File: src/sv/clock_time_set_controller_defines.svh
// ----------------------------------------------------------------------------
// Clock time-set controller assertion macros
// Shared property wrappers for the clock time-set controller RTL.
// ----------------------------------------------------------------------------
`ifndef CLOCK_TIME_SET_CONTROLLER_DEFINES_SVH
`define CLOCK_TIME_SET_CONTROLLER_DEFINES_SVH

// Check a property on every clock edge outside reset.
`define CTS_ASSERT(label, prop, msg) \
  label: assert property (@(posedge clk_i) disable iff (!rst_ni) (prop)) else $error(msg);

// Check a property on every clock edge, reset included.
`define CTS_ASSERT_ALWAYS(label, prop, msg) \
  label: assert property (@(posedge clk_i) (prop)) else $error(msg);

`endif

File: src/sv/cts_pkg.sv
// ----------------------------------------------------------------------------
// Clock time-set controller package
// Beat types, key and field codes, and the BCD conversion helper.
// ----------------------------------------------------------------------------
`timescale 1ns / 1ps

package cts_pkg;

  // Key codes
  localparam logic [1:0] KeyReleased = 2'd0;
  localparam logic [1:0] KeyInc      = 2'd1;
  localparam logic [1:0] KeyNext     = 2'd2;

  // Field select codes
  localparam logic [1:0] FieldHours   = 2'd0;
  localparam logic [1:0] FieldMinutes = 2'd1;
  localparam logic [1:0] FieldSeconds = 2'd2;
  localparam logic [1:0] FieldInvalid = 2'd3;

  // Blink phase codes
  localparam logic [1:0] PhaseShow  = 2'd0;
  localparam logic [1:0] PhaseBlank = 2'd1;
  localparam logic [1:0] PhaseIdle  = 2'd2;
  localparam logic [1:0] PhaseBad   = 2'd3;

  // Blink counter limits: show while count <= 5, blank while <= 9
  localparam logic [3:0] BlinkShowLast  = 4'd5;
  localparam logic [3:0] BlinkBlankLast = 4'd9;

  localparam logic [6:0] PressMax      = 7'd127;
  localparam logic [6:0] LongPressRst  = 7'd11;
  localparam logic [5:0] HoursWrap     = 6'd24;
  localparam logic [6:0] MinSecWrap    = 7'd60;

  typedef struct packed {
    logic       action;
    logic [1:0] key;
    logic [4:0] load_hours;
    logic [5:0] load_minutes;
    logic [5:0] load_seconds;
  } in_item_t;

  typedef struct packed {
    logic [4:0] hours;
    logic [5:0] minutes;
    logic [5:0] seconds;
    logic [1:0] selected_field;
    logic [1:0] blink_phase;
    logic       commit;
    logic [5:0] hours_bcd;
    logic [6:0] minutes_bcd;
    logic [6:0] seconds_bcd;
  } out_item_t;

  // Input stage status toward the core
  typedef struct packed {
    logic     vld;
    in_item_t item;
  } stage_t;

  // Packed BCD of a 6-bit value: tens = (v * 13) >> 7 is exact for v < 64.
  function automatic logic [6:0] to_bcd(input logic [5:0] v);
    logic [9:0] prod;
    logic [2:0] tens;
    logic [5:0] units;
    prod  = {4'b0, v} * 10'd13;
    tens  = prod[9:7];
    units = v - ({3'b0, tens} * 6'd10);
    return {tens, units[3:0]};
  endfunction

endpackage

File: src/sv/clock_time_set_controller.sv
// A key poll beat is held in the input register; its result is registered for out_valid_o.
// Throughput: one beat per cycle unless the result stalls; the edit state updates in one
//   pass between input and result registers, so back-to-back ticks see each other's state.
// Reset (rst_ni low, async): edit time, field, press and blink counters clear,
//   long-press threshold returns to 11, both pipeline valids drop.
// ----------------------------------------------------------------------------
// Clock time-set controller
// Key-driven time editor with blink sequencing, short/long press handling and
// BCD commit of the edited time.
// ----------------------------------------------------------------------------
`timescale 1ns / 1ps

`include "clock_time_set_controller_defines.svh"

module clock_time_set_controller (
  input  logic                clk_i,
  input  logic                rst_ni,
  // Key poll input channel
  input  logic                in_valid_i,
  output logic                in_stall_o,
  input  cts_pkg::in_item_t   in_data_i,
  // Result channel
  output logic                out_valid_o,
  input  logic                out_stall_i,
  output cts_pkg::out_item_t  out_data_o,
  // Long-press threshold write channel
  input  logic                cfg_valid_i,
  output logic                cfg_ready_o,
  input  logic [6:0]          cfg_data_i
);

  cts_pkg::stage_t    stage;
  cts_pkg::out_item_t result;
  logic               adv;
  logic [6:0]         long_press_q;
  logic               out_vld_q;
  cts_pkg::out_item_t out_data_q;

  // The threshold register takes a write in any cycle
  assign cfg_ready_o = 1'b1;

  always_ff @(posedge clk_i or negedge rst_ni) begin
    if (!rst_ni) begin
      long_press_q <= cts_pkg::LongPressRst;
    end else if (cfg_valid_i && cfg_ready_o) begin
      long_press_q <= cfg_data_i;
    end
  end

  // Advance the held beat whenever the result register is empty or draining
  assign adv = stage.vld & (~out_vld_q | ~out_stall_i);

  cts_input_stage u_input_stage (
    .clk_i      (clk_i),
    .rst_ni     (rst_ni),
    .in_valid_i (in_valid_i),
    .in_stall_o (in_stall_o),
    .in_data_i  (in_data_i),
    .take_i     (adv),
    .stage_o    (stage)
  );

  cts_core u_core (
    .clk_i        (clk_i),
    .rst_ni       (rst_ni),
    .adv_i        (adv),
    .item_i       (stage.item),
    .long_press_i (long_press_q),
    .result_o     (result)
  );

  // Result register: load on advance, hold while stalled, drop once taken
  always_ff @(posedge clk_i or negedge rst_ni) begin
    if (!rst_ni) begin
      out_vld_q <= 1'b0;
    end else if (adv) begin
      out_vld_q <= 1'b1;
    end else if (!out_stall_i) begin
      out_vld_q <= 1'b0;
    end
  end

  always_ff @(posedge clk_i) begin
    if (adv) begin
      out_data_q <= result;
    end
  end

  assign out_valid_o = out_vld_q;
  assign out_data_o  = out_data_q;

  `CTS_ASSERT(a_stall_only_when_blocked,
              in_stall_o |-> (out_vld_q && out_stall_i && stage.vld),
              "input stalled without a blocked result")
  `CTS_ASSERT(a_field_code,
              out_vld_q |-> (out_data_q.selected_field != cts_pkg::FieldInvalid),
              "selected field out of range")
  `CTS_ASSERT(a_phase_code,
              out_vld_q |-> (out_data_q.blink_phase != cts_pkg::PhaseBad),
              "blink phase out of range")
  `CTS_ASSERT(a_bcd_zero,
              (out_vld_q && !out_data_q.commit) |-> (out_data_q.hours_bcd == 6'd0 &&
                out_data_q.minutes_bcd == 7'd0 && out_data_q.seconds_bcd == 7'd0),
              "BCD set without commit")
  // Any edge seen in reset leaves both valids low at the next edge
  `CTS_ASSERT_ALWAYS(a_reset_clears,
                     !rst_ni |=> (!out_vld_q && !stage.vld),
                     "valid set during reset")

endmodule

File: src/sv/cts_input_stage.sv
// ----------------------------------------------------------------------------
// Clock time-set controller input stage
// Registers one key poll beat and holds it until the core takes it.
// ----------------------------------------------------------------------------
`timescale 1ns / 1ps

module cts_input_stage (
  input  logic              clk_i,
  input  logic              rst_ni,
  input  logic              in_valid_i,
  output logic              in_stall_o,
  input  cts_pkg::in_item_t in_data_i,
  input  logic              take_i,
  output cts_pkg::stage_t   stage_o
);

  logic              vld_q;
  cts_pkg::in_item_t item_q;

  // Hold the beat while the core cannot take it
  assign in_stall_o = vld_q & ~take_i;

  always_ff @(posedge clk_i or negedge rst_ni) begin
    if (!rst_ni) begin
      vld_q <= 1'b0;
    end else if (!in_stall_o) begin
      vld_q <= in_valid_i;
    end
  end

  always_ff @(posedge clk_i) begin
    if (!in_stall_o && in_valid_i) begin
      item_q <= in_data_i;
    end
  end

  assign stage_o.vld  = vld_q;
  assign stage_o.item = item_q;

endmodule

File: src/sv/cts_core.sv
// ----------------------------------------------------------------------------
// Clock time-set controller core
// Edit state registers and the single-pass tick update.
// ----------------------------------------------------------------------------
`timescale 1ns / 1ps

module cts_core (
  input  logic               clk_i,
  input  logic               rst_ni,
  input  logic               adv_i,
  input  cts_pkg::in_item_t  item_i,
  input  logic [6:0]         long_press_i,
  output cts_pkg::out_item_t result_o
);

  logic [4:0] hours_q, hours_d;
  logic [5:0] minutes_q, minutes_d;
  logic [5:0] seconds_q, seconds_d;
  logic [1:0] field_q, field_d;
  logic [6:0] press_q, press_d;
  logic [1:0] held_q, held_d;
  logic [3:0] blink_q, blink_d;

  logic [1:0] phase;
  logic       commit;
  logic [5:0] hours_inc;
  logic [6:0] minutes_inc;
  logic [6:0] seconds_inc;
  logic [6:0] hours_bcd_full;

  always_comb begin
    hours_d   = hours_q;
    minutes_d = minutes_q;
    seconds_d = seconds_q;
    field_d   = field_q;
    press_d   = press_q;
    held_d    = held_q;
    commit    = 1'b0;

    // Load the current time, selecting seconds
    if (item_i.action) begin
      hours_d   = item_i.load_hours;
      minutes_d = item_i.load_minutes;
      seconds_d = item_i.load_seconds;
      field_d   = cts_pkg::FieldSeconds;
    end

    // Advance the blink cycle
    if (blink_q <= cts_pkg::BlinkShowLast) begin
      phase   = cts_pkg::PhaseShow;
      blink_d = blink_q + 4'd1;
    end else if (blink_q <= cts_pkg::BlinkBlankLast) begin
      phase   = cts_pkg::PhaseBlank;
      blink_d = blink_q + 4'd1;
    end else begin
      phase   = cts_pkg::PhaseIdle;
      blink_d = 4'd0;
    end

    // Wrapped increments: one compare and subtract covers any stored value
    hours_inc = {1'b0, hours_d} + 6'd1;
    if (hours_inc >= cts_pkg::HoursWrap) begin
      hours_inc = hours_inc - cts_pkg::HoursWrap;
    end
    minutes_inc = {1'b0, minutes_d} + 7'd1;
    if (minutes_inc >= cts_pkg::MinSecWrap) begin
      minutes_inc = minutes_inc - cts_pkg::MinSecWrap;
    end
    seconds_inc = {1'b0, seconds_d} + 7'd1;
    if (seconds_inc >= cts_pkg::MinSecWrap) begin
      seconds_inc = seconds_inc - cts_pkg::MinSecWrap;
    end

    if (item_i.key != cts_pkg::KeyReleased) begin
      if (press_q != cts_pkg::PressMax) begin
        press_d = press_q + 7'd1;
      end
      held_d = item_i.key;
      if (press_d >= long_press_i) begin
        press_d = 7'd0;
        commit  = (item_i.key == cts_pkg::KeyInc);
      end
    end else begin
      // Apply a short press on release
      if (press_q != 7'd0 && press_q < long_press_i) begin
        if (held_q == cts_pkg::KeyInc) begin
          case (field_d)
            cts_pkg::FieldHours:   hours_d   = hours_inc[4:0];
            cts_pkg::FieldMinutes: minutes_d = minutes_inc[5:0];
            cts_pkg::FieldSeconds: seconds_d = seconds_inc[5:0];
            default: ;
          endcase
        end else if (held_q == cts_pkg::KeyNext) begin
          case (field_d)
            cts_pkg::FieldHours:   field_d = cts_pkg::FieldMinutes;
            cts_pkg::FieldMinutes: field_d = cts_pkg::FieldSeconds;
            default:               field_d = cts_pkg::FieldHours;
          endcase
        end
      end
      press_d = 7'd0;
    end
  end

  always_ff @(posedge clk_i or negedge rst_ni) begin
    if (!rst_ni) begin
      hours_q   <= '0;
      minutes_q <= '0;
      seconds_q <= '0;
      field_q   <= cts_pkg::FieldHours;
      press_q   <= '0;
      held_q    <= cts_pkg::KeyReleased;
      blink_q   <= '0;
    end else if (adv_i) begin
      hours_q   <= hours_d;
      minutes_q <= minutes_d;
      seconds_q <= seconds_d;
      field_q   <= field_d;
      press_q   <= press_d;
      held_q    <= held_d;
      blink_q   <= blink_d;
    end
  end

  assign hours_bcd_full = cts_pkg::to_bcd({1'b0, hours_d});

  assign result_o.hours          = hours_d;
  assign result_o.minutes        = minutes_d;
  assign result_o.seconds        = seconds_d;
  assign result_o.selected_field = field_d;
  assign result_o.blink_phase    = phase;
  assign result_o.commit         = commit;
  assign result_o.hours_bcd      = commit ? hours_bcd_full[5:0] : 6'd0;
  assign result_o.minutes_bcd    = commit ? cts_pkg::to_bcd(minutes_d) : 7'd0;
  assign result_o.seconds_bcd    = commit ? cts_pkg::to_bcd(seconds_d) : 7'd0;

endmodule

File: config.mk
export PLATFORM = sky130hd
export DESIGN_NAME = clock_time_set_controller
export DESIGN_NICKNAME = d
export VERILOG_FILES = /design/src/sv/cts_pkg.sv /design/src/sv/clock_time_set_controller.sv /design/src/sv/cts_input_stage.sv /design/src/sv/cts_core.sv
export VERILOG_INCLUDE_DIRS = /design/src /design/src/sv
export SDC_FILE = /design/constraint.sdc
export NUM_CORES = 1
export LEC_CHECK = 0
export BUFFER_PORTS_ARGS = -buffer_cell sky130_fd_sc_hd__clkbuf_2
export CORE_ASPECT_RATIO = 0.6
export CORE_MARGIN = 1.5
export CORE_UTILIZATION = 55
export CTS_CLUSTER_DIAMETER = 150
export DETAILED_ROUTE_END_ITERATION = 16
export PLACE_DENSITY = 0.79
export SLEW_MARGIN = 30
export SYNTH_ARGS = -nofsm -noshare
export SYNTH_HDL_FRONTEND = slang
export SYNTH_HIERARCHICAL = 1
export SYNTH_SLANG_ARGS = --single-unit
export TNS_END_PERCENT = 20
File: constraint.sdc
create_clock -name clk_i -period 7.45 [get_ports clk_i]
set_input_delay 1.49 -clock clk_i [delete_from_list [all_inputs] [get_ports clk_i]]
set_output_delay 1.49 -clock clk_i [all_outputs]
set_load 0.1 [all_outputs]
Word-level counts from Yosys, hierarchy flattened --
Index checks and enable logic that the tools add are counted.
Word-level totals: output and inout port bits 45, register bits after elaboration 103, memory bits (writable) 0, memory bits (read-only) 0, latch bits 0, word-level logic and storage cells 103, memories 0
Cells by class: multiply operators 6, add/sub/neg operators 11, bitwise gates (word level) 6, eq/ne operators 7, reduce and logical (&&, ||, !) cells 7, magnitude comparators 7, shifts and indexed selects 0, mux-type cells 35, div/mod/pow operators 0
Operator list (number):
- $mux W6 | 12
- $mux W5 | 6
- $mux W7 | 4
- $mul A6 B4 Y10 const B | 2
- $add A6 B1 Y7 const B | 2
- $ge A7 B6 Y1 const B | 2
- $mux W2 | 6
- $sub A4 B4 Y4 | 3
- $sub A6 B6 Y6 const B | 2
- $mul A5 B4 Y9 const B | 1
- $mux W4 | 2
- $add A7 B1 Y7 const B | 1
- $ge A7 B7 Y1 | 1
- $lt A7 B7 Y1 | 1
- $ne A7 B7 Y1 const B | 1
- $reduce_bool A7 Y1 | 1
- $add A5 B1 Y6 const B | 1
- $eq A2 B1 Y1 const B | 3
- $ge A6 B5 Y1 const B | 1
- $mul A3 B3 Y3 const B | 2
- $sub A5 B5 Y5 const B | 1
- $add A4 B1 Y4 const B | 1
- $eq A2 B2 Y1 const B | 2
- $le A4 B3 Y1 const B | 1
- 13 further kinds | 20

Logic depth before layout (Yosys ltp) --
depth after elaboration 11, gate-level depth with buffers 32, depth with buffers taken out 29

Modules after synthesis --
Netlist, hierarchy kept.
By module, submodules not included:
- cts_core | cells an instance 502, instances 1, area each 4356.7 µm²
- clock_time_set_controller | cells an instance 62, instances 1, area each 1607.8 µm²
- cts_input_stage | cells an instance 26, instances 1, area each 665.6 µm²

Worst setup path before layout --
Ideal clock, no wire load.
path kind in2out, start point in out_stall_i, end point out in_stall_o, arrival 5.662 ns, slack 0.298 ns, stages on the path 3, required time 5.960 ns, cells stage by stage a21boi_0 nand2b_4 inv_1
Between the ends: cells in the longest elaborated chain, start to end 5
RTL lines:
- start: declaration | line clock_time_set_controller.sv:24 | input logic out_stall_i,
- $not A1 Y1 | line clock_time_set_controller.sv:51 | assign adv = stage.vld & (~out_vld_q | ~out_stall_i);
- $or A1 B1 Y1 | line clock_time_set_controller.sv:51
- $and A1 B1 Y1 | line clock_time_set_controller.sv:51
- $not A1 Y1 | line cts_input_stage.sv:21 | assign in_stall_o = vld_q & ~take_i;
- $and A1 B1 Y1 | line cts_input_stage.sv:21
- end: declaration | line clock_time_set_controller.sv:20 | output logic in_stall_o,
No other way between the ends.

==> impl_results.md <==
- CP max stage delay: ~550 ps
- Post-synth EDFFs: 62
- Dominant cell type by area after synthesis: edfxtp_1
- Final Setup Violations: 0
- Full die area: about 0.013 mm²
- Total nets after synthesis: 699
- CTS H-tree depth: 3
- Rows: 30
- VDD IR max: 0.181 mV
- Layout cells sized above 1: 22.6%
- WL per Instance: 16.3 µm
- Diodes inserted: 0
- CP max FO: 7
- Worst setup margin: between 400 and 500 ps
- Max-Cap Viols: 0
- Vias in the first global route: 4,568
- Status: complete, no violations
- Cell leakage power: 3.39 nW
- Syn Inst Count: a little under 600
- Met2 Track Usage GR: 36.8%
- Fmax: 0.143 GHz
- TritonCTS clock tree: built
- Reg2Reg Setup Slack: roughly 440 ps
- Reg area: 0.00289 mm²
- CTS sink cnt: 103
- Synth Area per Inst: 11.2 µm²
- Library cells used by synthesis: 71
- Remaining Overflow, GRT: 0
- Post-synth top area share: 28.1%
- Synthesis-stage register bit count: about 100
- Total wire length: 13.5 mm
- Hold Fails Final Rpt: 0
- GRT busiest layer: met2
- Worst Tran Pin Value: 794 ps
- CP required: 7650 ps
- Fin nets: 777
- I/O Buffers: 75
- Worst skew pair latency: 340 ps
- Cts bufs inserted: 9
- DRT antenna net count: 0
- Vias: 4,687
- Placer Congestion: 0.884
- Clk_skew: 6.03 ps
- Initial Util: 57.5%
- Sequential share of the synthesized area: between 40% and 50%
- Placed Instances: 817
- Cts hold-fix bufs: 0
- Crit share post-route: 94.2%
- Initial antenna violation count: 0
- Total Routing Usage GR: 22.6%
- First drt pass iteration count: 5
- DP Area: about 0.0072 mm²
- Crit path launch type: flop
- # DRC: 0
- Yosys warns: 6
- Grt met1 use: 31.0%
- Largest net degree at the start of global routing: 86
- Crit-path most repeated cell: ha_1
- Initial DRC count: 284
- Slew headroom: 46.9%
- Via/cell ratio: 5.63
- Hold crit path type: flop to flop
- Slew Viols, Final: 0
- Arr. time, crit path: approximately 7200 ps
- Pre-CTS setup slack: 254 ps
- Commonest non-fill, non-tap cell in the layout: clkbuf_2
- Area growth from synthesis to layout: 13.6%
- Placed wire-length estimate: around 9.9 mm
- Io pins: 77
- Final min period: 7010 ps
- Post-Synthesis Cell Area: ~0.0066 mm²
- Die height: slightly below 90 µm
- First-pass GRT wire length: about 22 mm
- CP Capture Type: flop
- Final Util: about two thirds
- Core area: ~0.012 mm²
- PwrDens: 402 mW/mm²
- Clock Pin Slew Worst Setup and Hold Paths: 70 ps
- Filler Cell Count: a little under 900
- CP Class: flop to flop
- Finished Layout Cells: about 830
- Area contributors post-synth: edfxtp_1 (28%), dfrtp_1 (14%), ha_1 (13%), inv_1 (3.6%), mux2_2 (3.4%)
- Clock root cell: clkbuf_16
- Most frequent cells in the layout: clkbuf_2 (75), ha_1 (70), inv_1 (64), edfxtp_1 (62), dfrtp_1 (38)
- Final instance area: 0.00753 mm²
- Max Root-Sink Buffers: 2
- Die X: 145 µm
- FFs w/ async S/R, synth: between 30% and 40%
- Hold_ws: 505 ps
- Area occupied by multi-input gates: 0.00345 mm²
- Grt met3 use: 5.25%
- Most used DFF post-synth: edfxtp_1
- CP max stage cell: edfxtp_1
worst max-delay path: cells and delay by family, from the launching register on:
kind	cells	cell delay, ps
flops	1	550
compound gates	3	550
buf+inv	3	340
mux	2	570
xor+xnor	4	870
simple gates	10	2090
fa+ha+maj	6	1900
final timing paths:
check | from | end | cells after the start
max in group asynchronous | rst_ni | u_core/hours_q[0] | 2
hold reg to reg | u_core/held_q[0] | u_core/held_q[0] | 1
hold / removal | u_core/held_q[0] | u_core/held_q[0] | 1
setup reg to reg | u_input_stage/stage_o[19] | out_data_o[10] | 28
setup / recovery | u_input_stage/stage_o[19] | out_data_o[10] | 28
min in group asynchronous | rst_ni | long_press_q[6] | 2
routing by layer:
metal,routed length (µm),share of wire [%]
met1,6400,47
met5,0,0
met2,6250,46
met3,741,5.5
met4,158,1.2
cell usage after synthesis, types with 3 or more instances:
| cell type | n |
|---|---|
| a31oi_1 | 4 |
| and3_1 | 6 |
| nor2_1 | 35 |
| fa_1 | 7 |
| a21oi_1 | 21 |
| buf_4 | 3 |
| mux2_4 | 7 |
| inv_1 | 64 |
| a21boi_0 | 5 |
| xnor2_1 | 25 |
| ha_1 | 70 |
| nand3b_1 | 4 |
| edfxtp_1 | 62 |
| buf_6 | 4 |
| nand3_1 | 21 |
| a21o_1 | 10 |
| nand2b_1 | 7 |
| o21bai_1 | 3 |
| nor2b_1 | 7 |
| mux2i_1 | 21 |
| and2_1 | 8 |
| mux2_2 | 20 |
| clkbuf_1 | 6 |
| nand4_1 | 7 |
| nand2_1 | 25 |
| nor3_1 | 6 |
| o22ai_1 | 4 |
| xor2_1 | 7 |
| dfstp_2 | 3 |
| a211oi_1 | 4 |
| dfrtp_1 | 38 |
| o21ai_0 | 27 |
| o211ai_1 | 5 |
cell type report:
cell class                      count  share of cell area [%]
Clock inverter                      4                   0.930
Timing Repair Buffer               81                    5.73
Tap cell                          160                    2.66
Inverter                           64                    3.19
Clock buffer                       12                    3.27
Sequential cell                   103                    38.4
Multi-Input combinational cell    409                    45.8
repair_timing:
| item | CTS | global route |
|---|---|---|
| resized for setup | 0 | 7 |
| setup endpoints to repair | 0 | 2 |
| buffers inserted | 0 | 0 |
kinds of logic after synthesis:
kind of cell             synth area share [%]
multiplexers                             8.49
adder cells (fa/ha/maj)                  15.3
XOR/XNOR                                 4.81
buffers and inverters                    5.06
other                                  0.0566
AO/OA/AOI/OAI                            11.4
flip-flops                               43.6
AND/OR/NAND/NOR                          11.3
metrics by stage:
step	setup TNS, ps	power, mW
2_1_floorplan	0	2.16
3_3_place_gp	0	2.42
3_5_place_dp	0	2.51
4_1_cts	0	3.01
5_1_grt	-0.495	3.25
6_report	0	3.03
state kept, by name, indices dropped and copies added, names as in the netlist:
name and cells:
u_core/seconds_q 6, u_core/held_q 2, u_core/hours_q 5, u_core/press_q 7, long_press_q 7, u_input_stage/vld_q 1
out_data_o 42, u_input_stage/stage_o 20, u_core/field_q 2, out_valid_o 1, u_core/minutes_q 6, u_core/blink_q 4
power breakdown:
group          internal, mW  leakage (nW)  switching (mW)
Combinational         0.677          2.15            1.04
Sequential            0.729          1.09          0.0805
Clock                 0.303         0.157           0.194
Total                  1.71          3.39            1.32
Power figures use the tool's default switching activity.
